<file path="config.mk">
export PLATFORM = sky130hd
export DESIGN_NAME = pausable_stopwatch_with_stats_top
export DESIGN_NICKNAME = d
export VERILOG_FILES = /design/src/hw/rtl/psws_pkg.sv /design/src/hw/rtl/psws_mean_unit.sv /design/src/hw/rtl/pausable_stopwatch_with_stats_top.sv
export VERILOG_INCLUDE_DIRS = /design/src /design/src/hw/rtl
export SDC_FILE = /design/constraint.sdc
export NUM_CORES = 2
export LEC_CHECK = 0
export BUFFER_PORTS_ARGS = -buffer_cell sky130_fd_sc_hd__buf_2
export CAP_MARGIN = 30
export CELL_PAD_IN_SITES_DETAIL_PLACEMENT = 0
export CELL_PAD_IN_SITES_GLOBAL_PLACEMENT = 1
export CORE_MARGIN = 2
export CORE_UTILIZATION = 25
export CTS_CLUSTER_SIZE = 24
export DETAILED_ROUTE_END_ITERATION = 12
export PLACE_DENSITY = 0.49
export SETUP_SLACK_MARGIN = 0.05
export SLEW_MARGIN = 20
export SYNTH_ARGS = -nofsm -noshare
export SYNTH_HDL_FRONTEND = slang
export SYNTH_SLANG_ARGS = --single-unit
</file>
<file path="constraint.sdc">
create_clock -name clk_i -period 16.1 [get_ports clk_i]
set_input_delay 0.805 -clock clk_i [delete_from_list [all_inputs] [get_ports clk_i]]
set_output_delay 0.805 -clock clk_i [all_outputs]
set_load 0.03 [all_outputs]
</file>
<file path="src/hw/rtl/pausable_stopwatch_with_stats_top_macros.svh">
// Assertion helpers shared by the stopwatch RTL.
// Each macro checks a property on the rising clock edge and is disabled during reset.
`ifndef PAUSABLE_STOPWATCH_WITH_STATS_TOP_MACROS_SVH
`define PAUSABLE_STOPWATCH_WITH_STATS_TOP_MACROS_SVH

// The consequent must hold in the same cycle as the antecedent.
`define PSWS_ASSERT_IMP(label, clk, rst_n, ante, cons, msg) \
  label: assert property (@(posedge clk) disable iff (!rst_n) (ante) |-> (cons)) \
    else $error(msg);

// The consequent must hold in the cycle after the antecedent.
`define PSWS_ASSERT_NXT(label, clk, rst_n, ante, cons, msg) \
  label: assert property (@(posedge clk) disable iff (!rst_n) (ante) |=> (cons)) \
    else $error(msg);

`endif

</file>
<file path="src/hw/rtl/psws_pkg.sv">
`default_nettype none

package psws_pkg;

  // Event codes carried in the action field.
  localparam logic [2:0] ACT_START  = 3'd0;
  localparam logic [2:0] ACT_PAUSE  = 3'd1;
  localparam logic [2:0] ACT_RESUME = 3'd2;
  localparam logic [2:0] ACT_END    = 3'd3;
  localparam logic [2:0] ACT_LOAD   = 3'd4;
  localparam logic [2:0] ACT_QUERY  = 3'd5;

  // Run state of the stopwatch.
  typedef enum logic [1:0] {
    RUN_STOPPED = 2'd0,
    RUN_RUNNING = 2'd1,
    RUN_PAUSED  = 2'd2
  } psws_run_e;

  // Event sequencer of the top level.
  typedef enum logic [2:0] {
    ST_IDLE,
    ST_APPLY,
    ST_MEAN,
    ST_OVERALL,
    ST_EMIT
  } psws_state_e;

  // Phases of the iterative mean unit.
  typedef enum logic [2:0] {
    MU_IDLE,
    MU_MUL,
    MU_ADD,
    MU_DIV,
    MU_DONE
  } psws_mu_state_e;

  // One input event.
  typedef struct packed {
    logic [2:0]  action;
    logic [31:0] now;
    logic [31:0] trigger;
  } psws_in_t;

  // One result per event.
  typedef struct packed {
    logic [1:0]  run_status;
    logic [31:0] overall;
    logic [31:0] remaining;
    logic [31:0] last_time;
    logic [31:0] mean_time;
    logic [31:0] highest_time;
    logic [31:0] lowest_time;
    logic        window_done;
  } psws_out_t;

endpackage

`default_nettype wire

</file>
<file path="src/hw/rtl/psws_mean_unit.sv">
`default_nettype none

// Iterative running-mean update: (mean * (n - 1) + dur) / n.
// A single adder serves a shift-add multiply, the addition of the new
// duration and a restoring division, one step per cycle.
module psws_mean_unit import psws_pkg::*; #(
  parameter int TIME_WIDTH = 32
) (
  input  wire logic                  clk_i,
  input  wire logic                  rst_ni,
  input  wire logic                  start_i,
  input  wire logic [TIME_WIDTH-1:0] mean_i,
  input  wire logic [TIME_WIDTH-1:0] dur_i,
  input  wire logic [15:0]           count_i,
  output logic                       done_o,
  output logic [TIME_WIDTH-1:0]      mean_o
);

  // The product plus one duration needs 16 + 1 bits above the time width.
  localparam int AccW = TIME_WIDTH + 17;
  localparam int CntW = $clog2(TIME_WIDTH);

  psws_mu_state_e state_q, state_d;

  logic [AccW-1:0]       acc_q;
  logic [AccW-1:0]       mcand_q;
  logic [15:0]           mplier_q;
  logic [TIME_WIDTH-1:0] dur_q;
  logic [15:0]           count_q;
  logic [15:0]           rem_q;
  logic [TIME_WIDTH-1:0] quo_q;
  logic [CntW-1:0]       cnt_q;

  logic [AccW-1:0] add_a;
  logic [AccW-1:0] add_b;
  logic            add_sub;
  logic [AccW-1:0] sum;
  logic [16:0]     trial;
  logic            neg;

  // Shared adder; subtraction by inverting the second operand.
  assign sum   = add_a + (add_sub ? ~add_b : add_b) + AccW'(add_sub);
  assign trial = {rem_q, quo_q[TIME_WIDTH-1]};
  assign neg   = sum[AccW-1];

  // Phase register.
  always_ff @(posedge clk_i or negedge rst_ni) begin
    if (!rst_ni) begin
      state_q <= MU_IDLE;
    end else begin
      state_q <= state_d;
    end
  end

  // Next phase.
  always_comb begin
    state_d = state_q;
    unique case (state_q)
      MU_IDLE: begin
        if (start_i) state_d = MU_MUL;
      end
      MU_MUL: begin
        if (mplier_q == '0) state_d = MU_ADD;
      end
      MU_ADD: begin
        state_d = MU_DIV;
      end
      MU_DIV: begin
        if (cnt_q == '0) state_d = MU_DONE;
      end
      MU_DONE: begin
        state_d = MU_IDLE;
      end
      default: begin
        state_d = MU_IDLE;
      end
    endcase
  end

  // Adder operand selection for each phase.
  always_comb begin
    add_a   = '0;
    add_b   = '0;
    add_sub = 1'b0;
    done_o  = 1'b0;
    unique case (state_q)
      MU_MUL: begin
        add_a = acc_q;
        add_b = mcand_q;
      end
      MU_ADD: begin
        add_a = acc_q;
        add_b = AccW'(dur_q);
      end
      MU_DIV: begin
        add_a   = AccW'(trial);
        add_b   = AccW'(count_q);
        add_sub = 1'b1;
      end
      MU_DONE: begin
        done_o = 1'b1;
      end
      default: begin
        done_o = 1'b0;
      end
    endcase
  end

  // Datapath registers.
  always_ff @(posedge clk_i) begin
    unique case (state_q)
      MU_IDLE: begin
        if (start_i) begin
          acc_q    <= '0;
          mcand_q  <= AccW'(mean_i);
          mplier_q <= count_i - 16'd1;
          dur_q    <= dur_i;
          count_q  <= count_i;
        end
      end
      MU_MUL: begin
        if (mplier_q != '0) begin
          if (mplier_q[0]) acc_q <= sum;
          mcand_q  <= {mcand_q[AccW-2:0], 1'b0};
          mplier_q <= {1'b0, mplier_q[15:1]};
        end
      end
      MU_ADD: begin
        // The dividend is below count * 2^TIME_WIDTH, so its upper part fits the remainder.
        rem_q <= sum[TIME_WIDTH+15:TIME_WIDTH];
        quo_q <= sum[TIME_WIDTH-1:0];
        cnt_q <= CntW'(TIME_WIDTH - 1);
      end
      MU_DIV: begin
        rem_q <= neg ? trial[15:0] : sum[15:0];
        quo_q <= {quo_q[TIME_WIDTH-2:0], ~neg};
        cnt_q <= cnt_q - CntW'(1);
      end
      default: begin
        acc_q <= acc_q;
      end
    endcase
  end

  assign mean_o = quo_q;

endmodule

`default_nettype wire

</file>
<file path="src/hw/rtl/pausable_stopwatch_with_stats_top.sv">
`default_nettype none

// Event-driven stopwatch with windowed duration statistics. Each accepted event
// (start, pause, resume, end, load countdown, query) yields exactly one result with
// the run state, the overall elapsed time, the countdown time left, the last
// measured duration and the latched window mean, maximum and minimum. Events are
// handled one at a time: each passes the apply, overall and emit steps, and the
// next event can be taken once its result is loaded into the output register, which
// a stall on the output can hold off. An end event also runs the shared-adder mean
// unit between apply and overall unless the window index wraps to zero; the unit
// does its multiply, one add and a division that yields one quotient bit per cycle.
// window_count is written through the configuration channel, which is always
// ready; write it only while no event is in flight.
`include "pausable_stopwatch_with_stats_top_macros.svh"

module pausable_stopwatch_with_stats_top import psws_pkg::*; #(
  parameter int TIME_WIDTH = 32
) (
  input  wire logic      clk_i,
  input  wire logic      rst_ni,
  input  wire logic      in_valid_i,
  output logic           in_stall_o,
  input  wire psws_in_t  in_data_i,
  output logic           out_valid_o,
  input  wire logic      out_stall_i,
  output psws_out_t      out_data_o,
  input  wire logic      cfg_valid_i,
  output logic           cfg_ready_o,
  input  wire logic [15:0] cfg_data_i
);

  psws_state_e state_q, state_d;

  // Captured event.
  logic [2:0]            act_q;
  logic [TIME_WIDTH-1:0] t_q;
  logic [TIME_WIDTH-1:0] trig_q;

  // Stopwatch and statistics state.
  psws_run_e             run_q;
  logic                  ever_q;
  logic [TIME_WIDTH-1:0] start_q;
  logic [TIME_WIDTH-1:0] paused_q;
  logic [TIME_WIDTH-1:0] cdown_q;
  logic [15:0]           idx_q;
  logic [TIME_WIDTH-1:0] wmin_q;
  logic [TIME_WIDTH-1:0] wmax_q;
  logic [TIME_WIDTH-1:0] wmean_q;
  logic [TIME_WIDTH-1:0] last_q;
  logic [TIME_WIDTH-1:0] hmean_q;
  logic [TIME_WIDTH-1:0] hmax_q;
  logic [TIME_WIDTH-1:0] hmin_q;
  logic [TIME_WIDTH-1:0] overall_q;
  logic                  wdone_q;
  logic [15:0]           wcount_q;

  logic      out_valid_q;
  psws_out_t out_data_q;

  logic                  in_stall;
  logic                  mu_start;
  logic                  emit_load;
  logic                  mu_done;
  logic [TIME_WIDTH-1:0] mu_mean;
  logic [TIME_WIDTH-1:0] elapsed_w;
  logic [TIME_WIDTH-1:0] dur_w;
  logic [TIME_WIDTH-1:0] overall_w;
  logic [TIME_WIDTH:0]   diff_w;
  logic [TIME_WIDTH-1:0] remain_w;
  logic [15:0]           idx_inc_w;

  // Time arithmetic, all modulo 2^TIME_WIDTH.
  assign elapsed_w = t_q - start_q + paused_q;
  assign dur_w     = (run_q == RUN_PAUSED) ? paused_q : elapsed_w;
  assign idx_inc_w = idx_q + 16'd1;

  always_comb begin
    if (run_q == RUN_PAUSED) begin
      overall_w = paused_q;
    end else if (ever_q) begin
      overall_w = elapsed_w;
    end else begin
      overall_w = '0;
    end
  end

  // Countdown time left; zero while stopped or once overall reaches the countdown length.
  assign diff_w   = {1'b0, cdown_q} - {1'b0, overall_q};
  assign remain_w = ((run_q == RUN_STOPPED) || diff_w[TIME_WIDTH] ||
                     (diff_w[TIME_WIDTH-1:0] == '0)) ? '0 : diff_w[TIME_WIDTH-1:0];

  // Sequencer state register.
  always_ff @(posedge clk_i or negedge rst_ni) begin
    if (!rst_ni) begin
      state_q <= ST_IDLE;
    end else begin
      state_q <= state_d;
    end
  end

  // Next state.
  always_comb begin
    state_d = state_q;
    unique case (state_q)
      ST_IDLE: begin
        if (in_valid_i) state_d = ST_APPLY;
      end
      ST_APPLY: begin
        if ((act_q == ACT_END) && (idx_inc_w != '0)) begin
          state_d = ST_MEAN;
        end else begin
          state_d = ST_OVERALL;
        end
      end
      ST_MEAN: begin
        if (mu_done) state_d = ST_OVERALL;
      end
      ST_OVERALL: begin
        state_d = ST_EMIT;
      end
      ST_EMIT: begin
        if (!out_valid_q || !out_stall_i) state_d = ST_IDLE;
      end
      default: begin
        state_d = ST_IDLE;
      end
    endcase
  end

  // Sequencer outputs.
  always_comb begin
    in_stall  = 1'b1;
    mu_start  = 1'b0;
    emit_load = 1'b0;
    unique case (state_q)
      ST_IDLE: begin
        in_stall = 1'b0;
      end
      ST_APPLY: begin
        mu_start = (act_q == ACT_END) && (idx_inc_w != '0);
      end
      ST_EMIT: begin
        emit_load = !out_valid_q || !out_stall_i;
      end
      default: begin
        in_stall = 1'b1;
      end
    endcase
  end

  assign in_stall_o  = in_stall;
  assign cfg_ready_o = 1'b1;

  // Capture the event on its transfer.
  always_ff @(posedge clk_i) begin
    if (in_valid_i && !in_stall) begin
      act_q  <= in_data_i.action;
      t_q    <= TIME_WIDTH'(in_data_i.now);
      trig_q <= TIME_WIDTH'(in_data_i.trigger);
    end
  end

  // Configuration register.
  always_ff @(posedge clk_i or negedge rst_ni) begin
    if (!rst_ni) begin
      wcount_q <= 16'd1;
    end else if (cfg_valid_i) begin
      wcount_q <= cfg_data_i;
    end
  end

  // Event handling, mean update and window latch.
  always_ff @(posedge clk_i or negedge rst_ni) begin
    if (!rst_ni) begin
      run_q     <= RUN_STOPPED;
      ever_q    <= 1'b0;
      start_q   <= '0;
      paused_q  <= '0;
      cdown_q   <= '0;
      idx_q     <= '0;
      wmin_q    <= '1;
      wmax_q    <= '0;
      wmean_q   <= '0;
      last_q    <= '0;
      hmean_q   <= '0;
      hmax_q    <= '0;
      hmin_q    <= '0;
      overall_q <= '0;
      wdone_q   <= 1'b0;
    end else begin
      unique case (state_q)
        ST_APPLY: begin
          unique case (act_q)
            ACT_START: begin
              start_q  <= t_q;
              paused_q <= '0;
              run_q    <= RUN_RUNNING;
              ever_q   <= 1'b1;
            end
            ACT_LOAD: begin
              start_q  <= t_q;
              paused_q <= '0;
              run_q    <= RUN_RUNNING;
              ever_q   <= 1'b1;
              cdown_q  <= trig_q;
            end
            ACT_PAUSE: begin
              if (run_q == RUN_RUNNING) begin
                paused_q <= elapsed_w;
                run_q    <= RUN_PAUSED;
              end
            end
            ACT_RESUME: begin
              if (run_q == RUN_PAUSED) begin
                start_q <= t_q;
                run_q   <= RUN_RUNNING;
              end
            end
            ACT_END: begin
              run_q  <= RUN_STOPPED;
              idx_q  <= idx_inc_w;
              last_q <= dur_w;
              if (wmax_q < dur_w) wmax_q <= dur_w;
              if (wmin_q > dur_w) wmin_q <= dur_w;
            end
            default: begin
              run_q <= run_q;
            end
          endcase
        end
        ST_MEAN: begin
          if (mu_done) wmean_q <= mu_mean;
        end
        ST_OVERALL: begin
          overall_q <= overall_w;
          wdone_q   <= 1'b0;
          // A full window moves its results to the held values and restarts.
          if ((act_q == ACT_END) && (idx_q >= wcount_q)) begin
            hmean_q <= wmean_q;
            hmax_q  <= wmax_q;
            hmin_q  <= wmin_q;
            wmin_q  <= '1;
            wmax_q  <= '0;
            wmean_q <= '0;
            idx_q   <= '0;
            wdone_q <= 1'b1;
          end
        end
        default: begin
          wdone_q <= wdone_q;
        end
      endcase
    end
  end

  psws_mean_unit #(
    .TIME_WIDTH(TIME_WIDTH)
  ) u_mean (
    .clk_i   (clk_i),
    .rst_ni  (rst_ni),
    .start_i (mu_start),
    .mean_i  (wmean_q),
    .dur_i   (dur_w),
    .count_i (idx_inc_w),
    .done_o  (mu_done),
    .mean_o  (mu_mean)
  );

  // Output register: holds a result until its transfer.
  always_ff @(posedge clk_i or negedge rst_ni) begin
    if (!rst_ni) begin
      out_valid_q <= 1'b0;
    end else if (emit_load) begin
      out_valid_q <= 1'b1;
    end else if (out_valid_q && !out_stall_i) begin
      out_valid_q <= 1'b0;
    end
  end

  always_ff @(posedge clk_i) begin
    if (emit_load) begin
      out_data_q.run_status   <= run_q;
      out_data_q.overall      <= 32'(overall_q);
      out_data_q.remaining    <= 32'(remain_w);
      out_data_q.last_time    <= 32'(last_q);
      out_data_q.mean_time    <= 32'(hmean_q);
      out_data_q.highest_time <= 32'(hmax_q);
      out_data_q.lowest_time  <= 32'(hmin_q);
      out_data_q.window_done  <= wdone_q;
    end
  end

  assign out_valid_o = out_valid_q;
  assign out_data_o  = out_data_q;

  // An accepted event always enters the apply step next.
  `PSWS_ASSERT_NXT(a_accept_apply, clk_i, rst_ni, in_valid_i && !in_stall, state_q == ST_APPLY, "event transfer did not lead to apply step")
  // The mean unit only finishes while the sequencer waits for it.
  `PSWS_ASSERT_IMP(a_mean_done_wait, clk_i, rst_ni, mu_done, state_q == ST_MEAN, "mean unit finished outside mean step")
  // A nonempty window always has its minimum at or below its maximum.
  `PSWS_ASSERT_IMP(a_window_order, clk_i, rst_ni, (state_q == ST_IDLE) && (idx_q != '0), wmin_q <= wmax_q, "window minimum above maximum")
  // Only an end event can complete a window.
  `PSWS_ASSERT_IMP(a_done_on_end, clk_i, rst_ni, emit_load && wdone_q, act_q == ACT_END, "window completed by an event other than end")

endmodule

`default_nettype wire

</file>
# [Word-level counts from Yosys, hierarchy flattened]
# Index checks and enable logic that the tools add are counted.
[word_totals] regBits=872 out_inout_bits=198 wordCells=180 in_bits=88
[op_classes] eq_ne=28 reduce_logical=44 n_bitwise=2 n_addsub=8 muxes=57 order_cmp=3
[op_table] operator="$mux 32" n=12
[op_table] operator="$pmux 32 s2" n=6
[op_table] operator="$mux 49" n=6
[op_table] operator="$pmux 49 s2" n=3
[op_table] operator="$pmux 49 s3" n=1
[op_table] operator="$pmux 16 s2" n=3
[op_table] operator="$mux 16" n=5
[op_table] operator="$add 49x1->49" n=1
[op_table] operator="$add 49x49->49" n=1
[op_table] operator="$not 49->49" n=1
[op_table] operator="$sub 32x32->33" n=1
[op_table] operator="$add 32x32->32" n=1
[op_table] operator="$gt 32x32->1" n=1
[op_table] operator="$logic_not 32->1" n=1
[op_table] operator="$lt 32x32->1" n=1
[op_table] operator="$reduce_bool 16->1" n=2
[op_table] operator="$sub 32x32->32" n=1
[op_table] operator="$reduce_and 3->1" n=7
[op_table] operator="$ne 2x2->1 const B" n=10
[op_table] operator="$eq 3x2->1 const B" n=6
[op_table] operator="$mux 3" n=6
[op_table] operator="$add 16x1->16 const B" n=1
[op_table] operator="$ge 16x16->1" n=1
[op_table] operator="$logic_not 16->1" n=1
[op_table] operator="25 further kinds" n=63

# [Depth between registers and ports, before layout]
[depth] depth_word=9 depth_mapped=27 depth_no_buf=25

# [By module]
# From an unflattened synthesis, not the netlist that was laid out.
[hier_totals] cells_unflattened=3745 area_unflattened_um2=43254.0
[modules_own_cells] module="pausable_stopwatch_with_stats_top" instances=1 cells_per_inst=2467 seq_area_each_um2=17718.2 area_per_inst_um2=30455.5
[modules_own_cells] module="psws_mean_unit" instances=1 cells_per_inst=1278 seq_area_each_um2=6531.3 area_per_inst_um2=12798.5

# [Worst setup path after synthesis]
# Ideal clock, no wire load.
[synth_path] kind="input to register" startpoint="input out_stall_i" endpoint="register out_data_q (netlist bit out_data_o[0]) (enable)" setup_time_ps=816 n_path_buf=0 path_slack_ps=5102 arrival_time_ps=10182 t_required_ps=15284 cell_stages=1 path_cell_list="a21oi_1"
[synth_between] elab_chain_len=3
[synth_lines] item="start: declaration" line="pausable_stopwatch_with_stats_top.sv:25" rtl="input wire logic out_stall_i,"
[synth_lines] item="$logic_not 1->1" line="pausable_stopwatch_with_stats_top.sv:143" rtl="emit_load = !out_valid_q || !out_stall_i;"
[synth_lines] item="$logic_or 1x1->1" line="pausable_stopwatch_with_stats_top.sv:143"
[synth_lines] item="$mux 1" line="pausable_stopwatch_with_stats_top.sv:135" rtl="unique case (state_q)"
[synth_lines] item="end: declaration" line="pausable_stopwatch_with_stats_top.sv:58" rtl="psws_out_t out_data_q;"
# Every way passes these cells.
# A chain may end at the register's enable or synchronous reset.

# [Final worst setup path]
[layout_path] startpoint="register t_q[2]" endpoint="register wmin_q[2]"
[layout_between] elab_chain_len=6 word_cells_on_any_way=9 cone_classes="add/sub: 2; order compare: 1; eq/ne: 1; mux: 4; reduce/logical: 1"
[layout_lines] item="start: declaration" line="pausable_stopwatch_with_stats_top.sv:36" rtl="logic [TIME_WIDTH-1:0] t_q;"
[layout_lines] item="start signal: assignment" line="pausable_stopwatch_with_stats_top.sv:158" rtl="t_q <= TIME_WIDTH'(in_data_i.now);"
[layout_lines] item="$sub 32x32->32 *" line="pausable_stopwatch_with_stats_top.sv:73" rtl="assign elapsed_w = t_q - start_q + paused_q;"
[layout_lines] item="$add 32x32->32 *" line="pausable_stopwatch_with_stats_top.sv:73"
[layout_lines] item="$mux 32 *" line="pausable_stopwatch_with_stats_top.sv:74" rtl="assign dur_w = (run_q == RUN_PAUSED) ? paused_q : elapsed_w;"
[layout_lines] item="$gt 32x32->1 or $mux 32 (tied branches)" line="pausable_stopwatch_with_stats_top.sv:224" rtl="if (wmin_q > dur_w) wmin_q <= dur_w;"
[layout_lines] item="$ne 2x2->1 (no line) or $mux 32 (tied branches)"
[layout_lines] item="$reduce_and 4->1 (no line) or $pmux 32 s2 (tied branches)"
[layout_lines] item="end signal: assignment" line="pausable_stopwatch_with_stats_top.sv:224"
[layout_lines] item="end: declaration" line="pausable_stopwatch_with_stats_top.sv:46" rtl="logic [TIME_WIDTH-1:0] wmin_q;"
# Every way passes the cells marked *; elsewhere a longest branch is shown, timed or not. The select of a mux whose other input is x is not followed.

==> results by group <==
Status
  • Status: finished, final reports clean

Worst setup path
  • Critical path class: reg2reg
  • Startpoint Class: flop
  • FF-to-FF Start: t_q[2]
  • CP max FO: 19
  • Reg2reg setup slack: 9080 ps
  • Crit-path slowest cell: a2111oi_0
  • Crit end category: flop
  • Worst EP required: 16760 ps
  • Crit-path max cell delay: 730 ps
  • Crit path DAT: 7680 ps
  • Reg2reg end: wmin_q[2]
  • Crit-path cells: inv_1, fa_1, inv_1, ha_1, nor2b_4, o31a_1, o31ai_4, a21o_4, a211oi_1, o22ai_1, o211ai_1, a2111oi_0, nor3_1, ha_1, nand4_1, nor2_1, and3_1, nand2_1, or4_1, a211oi_4, buf_4, mux2_1
  • R2R cell count: 22

Timing
  • Final setup fails: 0
  • Final Hold Vio Count: 0
  • Slew HR: 34.0%
  • Final setup margin: 9080 ps
  • Crit path time final: 7020 ps
  • Worst slew pin tran: 980 ps
  • RSZ-0062 raised after global routing: false
  • TNS Setup: 0 ps
  • Clock skew: 50.5 ps
  • Max-slew violation count: 0
  • Maximum clock frequency: 142 MHz
  • Fin crit share: 43.6%

Place
  • Detailed placement HPWL: 99.5 mm
  • GP Congestion: 0.798
  • Number of port buffers: 284
  • DP Area: 46800 um^2
  • Placed Cells: 6117
  • Place WS: 9110 ps

Cells and area
  • Footprint of the multi-input gates: 16800 um^2
  • FF+latch area: 24300 um^2
  • Largest register FFs: 195
  • Final-stage net count: 4317
  • Non-filler instance count after layout: 6319
  • Layout area overhead: 18.4%
  • Fillers: 17500
  • Ant diodes: 0
  • Fin area: 50500 um^2
  • Layout cell share with drive strength beyond 1: 19.7%

Clock network
  • Setup Fix Bufs, Post-CTS: 0
  • Hold Buf Count CTS: 0
  • Post_cts resized: 0
  • Clock transition at the registers of the reported paths: 60 ps
  • CTS H-Tree Depth: 3
  • Worst-skew pair later-pin latency: 750 ps
  • CTS tree: built
  • Clock sinks: 872
  • Max Root-Sink Buffers: 3
  • CTS Buf Count: 105
  • Root Buffer: clkbuf_16

Synth
  • Share of the synthesized area in the top cell type: 33.6%
  • Commonest cells post-synth: edfxtp_1, nand2_1, dfrtp_1
  • Post-synth net total: 4033
  • EDFF count, synth: 477
  • Netlist cell types: 86
  • Synth Register Bits: 872
  • Sequential area share after synthesis: 56.9%
  • Synth Instances: 3724
  • Cell taking the most area after synthesis: edfxtp_1
  • Asr flop ratio synth: 45.3%
  • Post-Syn Area: 42600 um^2
  • Dominant synthesized flop cell: edfxtp_1
  • Synth warn: 0
  • Main area contributors after synthesis: edfxtp_1, dfrtp_1, ha_1
  • Synth Area per Inst: 11.4 um^2
  • Top-count cell post-synth: edfxtp_1

Hold path
  • Worst hold path type: in2async

Routing
  • Detailed router's first-iteration violation count: 1695
  • DR pass1 iterations: 5
  • Wirelength, routed: 138 mm
  • DR DRC count: 0
  • Via count: 28700
  • Routed WL per cell: 21.9 um
  • Post-route ant nets: 0
  • Vias per cell: 4.53

Global routing
  • First-pass GRT wire length: 203 mm
  • Vias in the first global route: 29400
  • Total track usage: 15.7%
  • Initial antenna violation count: 11
  • Grt ovf: 0
  • Largest net degree at the start of global routing: 98

Run
  • Maxcap violations: 0

Die
  • Initial Util: 25.2%
  • Die Footprint: 174000 um^2
  • Die W: 417 um
  • # rows: 151
  • Io pins: 286
  • Die Ht: 417 um
  • Core Footprint: 169000 um^2
-- routing by layer --
layer	GRT usage, %	part of all wire (%)
met5	0	0.0087
met4	3.80	2.2
met3	2.09	2.9
met2	28.7	52
met1	19.5	43
-- final cells by class --
cell class	count	share of cell area [%]
sequential	872	48.1
multi-input combinational	2401	33.2
clock buffer	150	6.15
tap	2218	5.50
timing repair buffer	353	3.95
inverter	275	2.05
clock inverter	50	1.05
-- kinds of logic after synthesis --
logic type | share of synthesized area (%)
compound gates | 11.4
buf+inv | 4.05
simple gates | 10.9
other cells | 0.00880
xor+xnor | 2.57
mux | 7.05
flops | 56.9
fa+ha+maj | 7.10
-- worst max-delay path, delay by kind of cell, from the launching register on --
| family | cells | cell delay (ps) |
|---|---|---|
| buffers and inverters | 3 | 560 |
| adder cells (fa/ha/maj) | 3 | 1230 |
| multiplexers | 1 | 370 |
| AND/OR/NAND/NOR | 7 | 1580 |
| flip-flops | 1 | 340 |
| AO/OA/AOI/OAI | 8 | 2820 |
-- per-stage QoR --
stage	util [%]	hold slack, ps
2_1_floorplan	-	419
3_3_place_gp	27.6	426
3_5_place_dp	27.6	428
4_1_cts	29.8	78.5
5_1_grt	29.8	84.9
6_report	29.8	47.3
-- cell usage in the layout, fill, tap and decap left out, types with 33 or more instances in the layout --
cell type,count
edfxtp_1,477
nand2_1,440
dfrtp_1,361
buf_2,283
inv_1,275
o21ai_0,249
nor2_1,225
ha_1,188
a21oi_1,187
mux2_2,158
clkbuf_16,108
xnor2_1,79
a21o_1,66
buf_4,65
and2_1,59
nand3_1,56
xor2_1,46
mux2i_1,46
nor3_1,38
o31ai_1,38
fa_1,33
dfstp_2,33
-- worst max-delay path by stage --
| stage | startpoint | end | depth (start not counted) |
|---|---|---|---|
| finish | t_q[2] | wmin_q[2] | 22 |
| global route | t_q[1] | wmin_q[2] | 21 |
| CTS | t_q[14] | wmin_q[2] | 20 |
| detailed placement | t_q[14] | wmin_q[1] | 20 |
| global placement | t_q[1] | wmin_q[1] | 21 |
| floorplan | out_stall_i | out_data_o[0] | 1 |
Power is left out: the tool's default activity adds up to more than one toggle a clock period on the data nets, which glitch-free logic cannot reach.
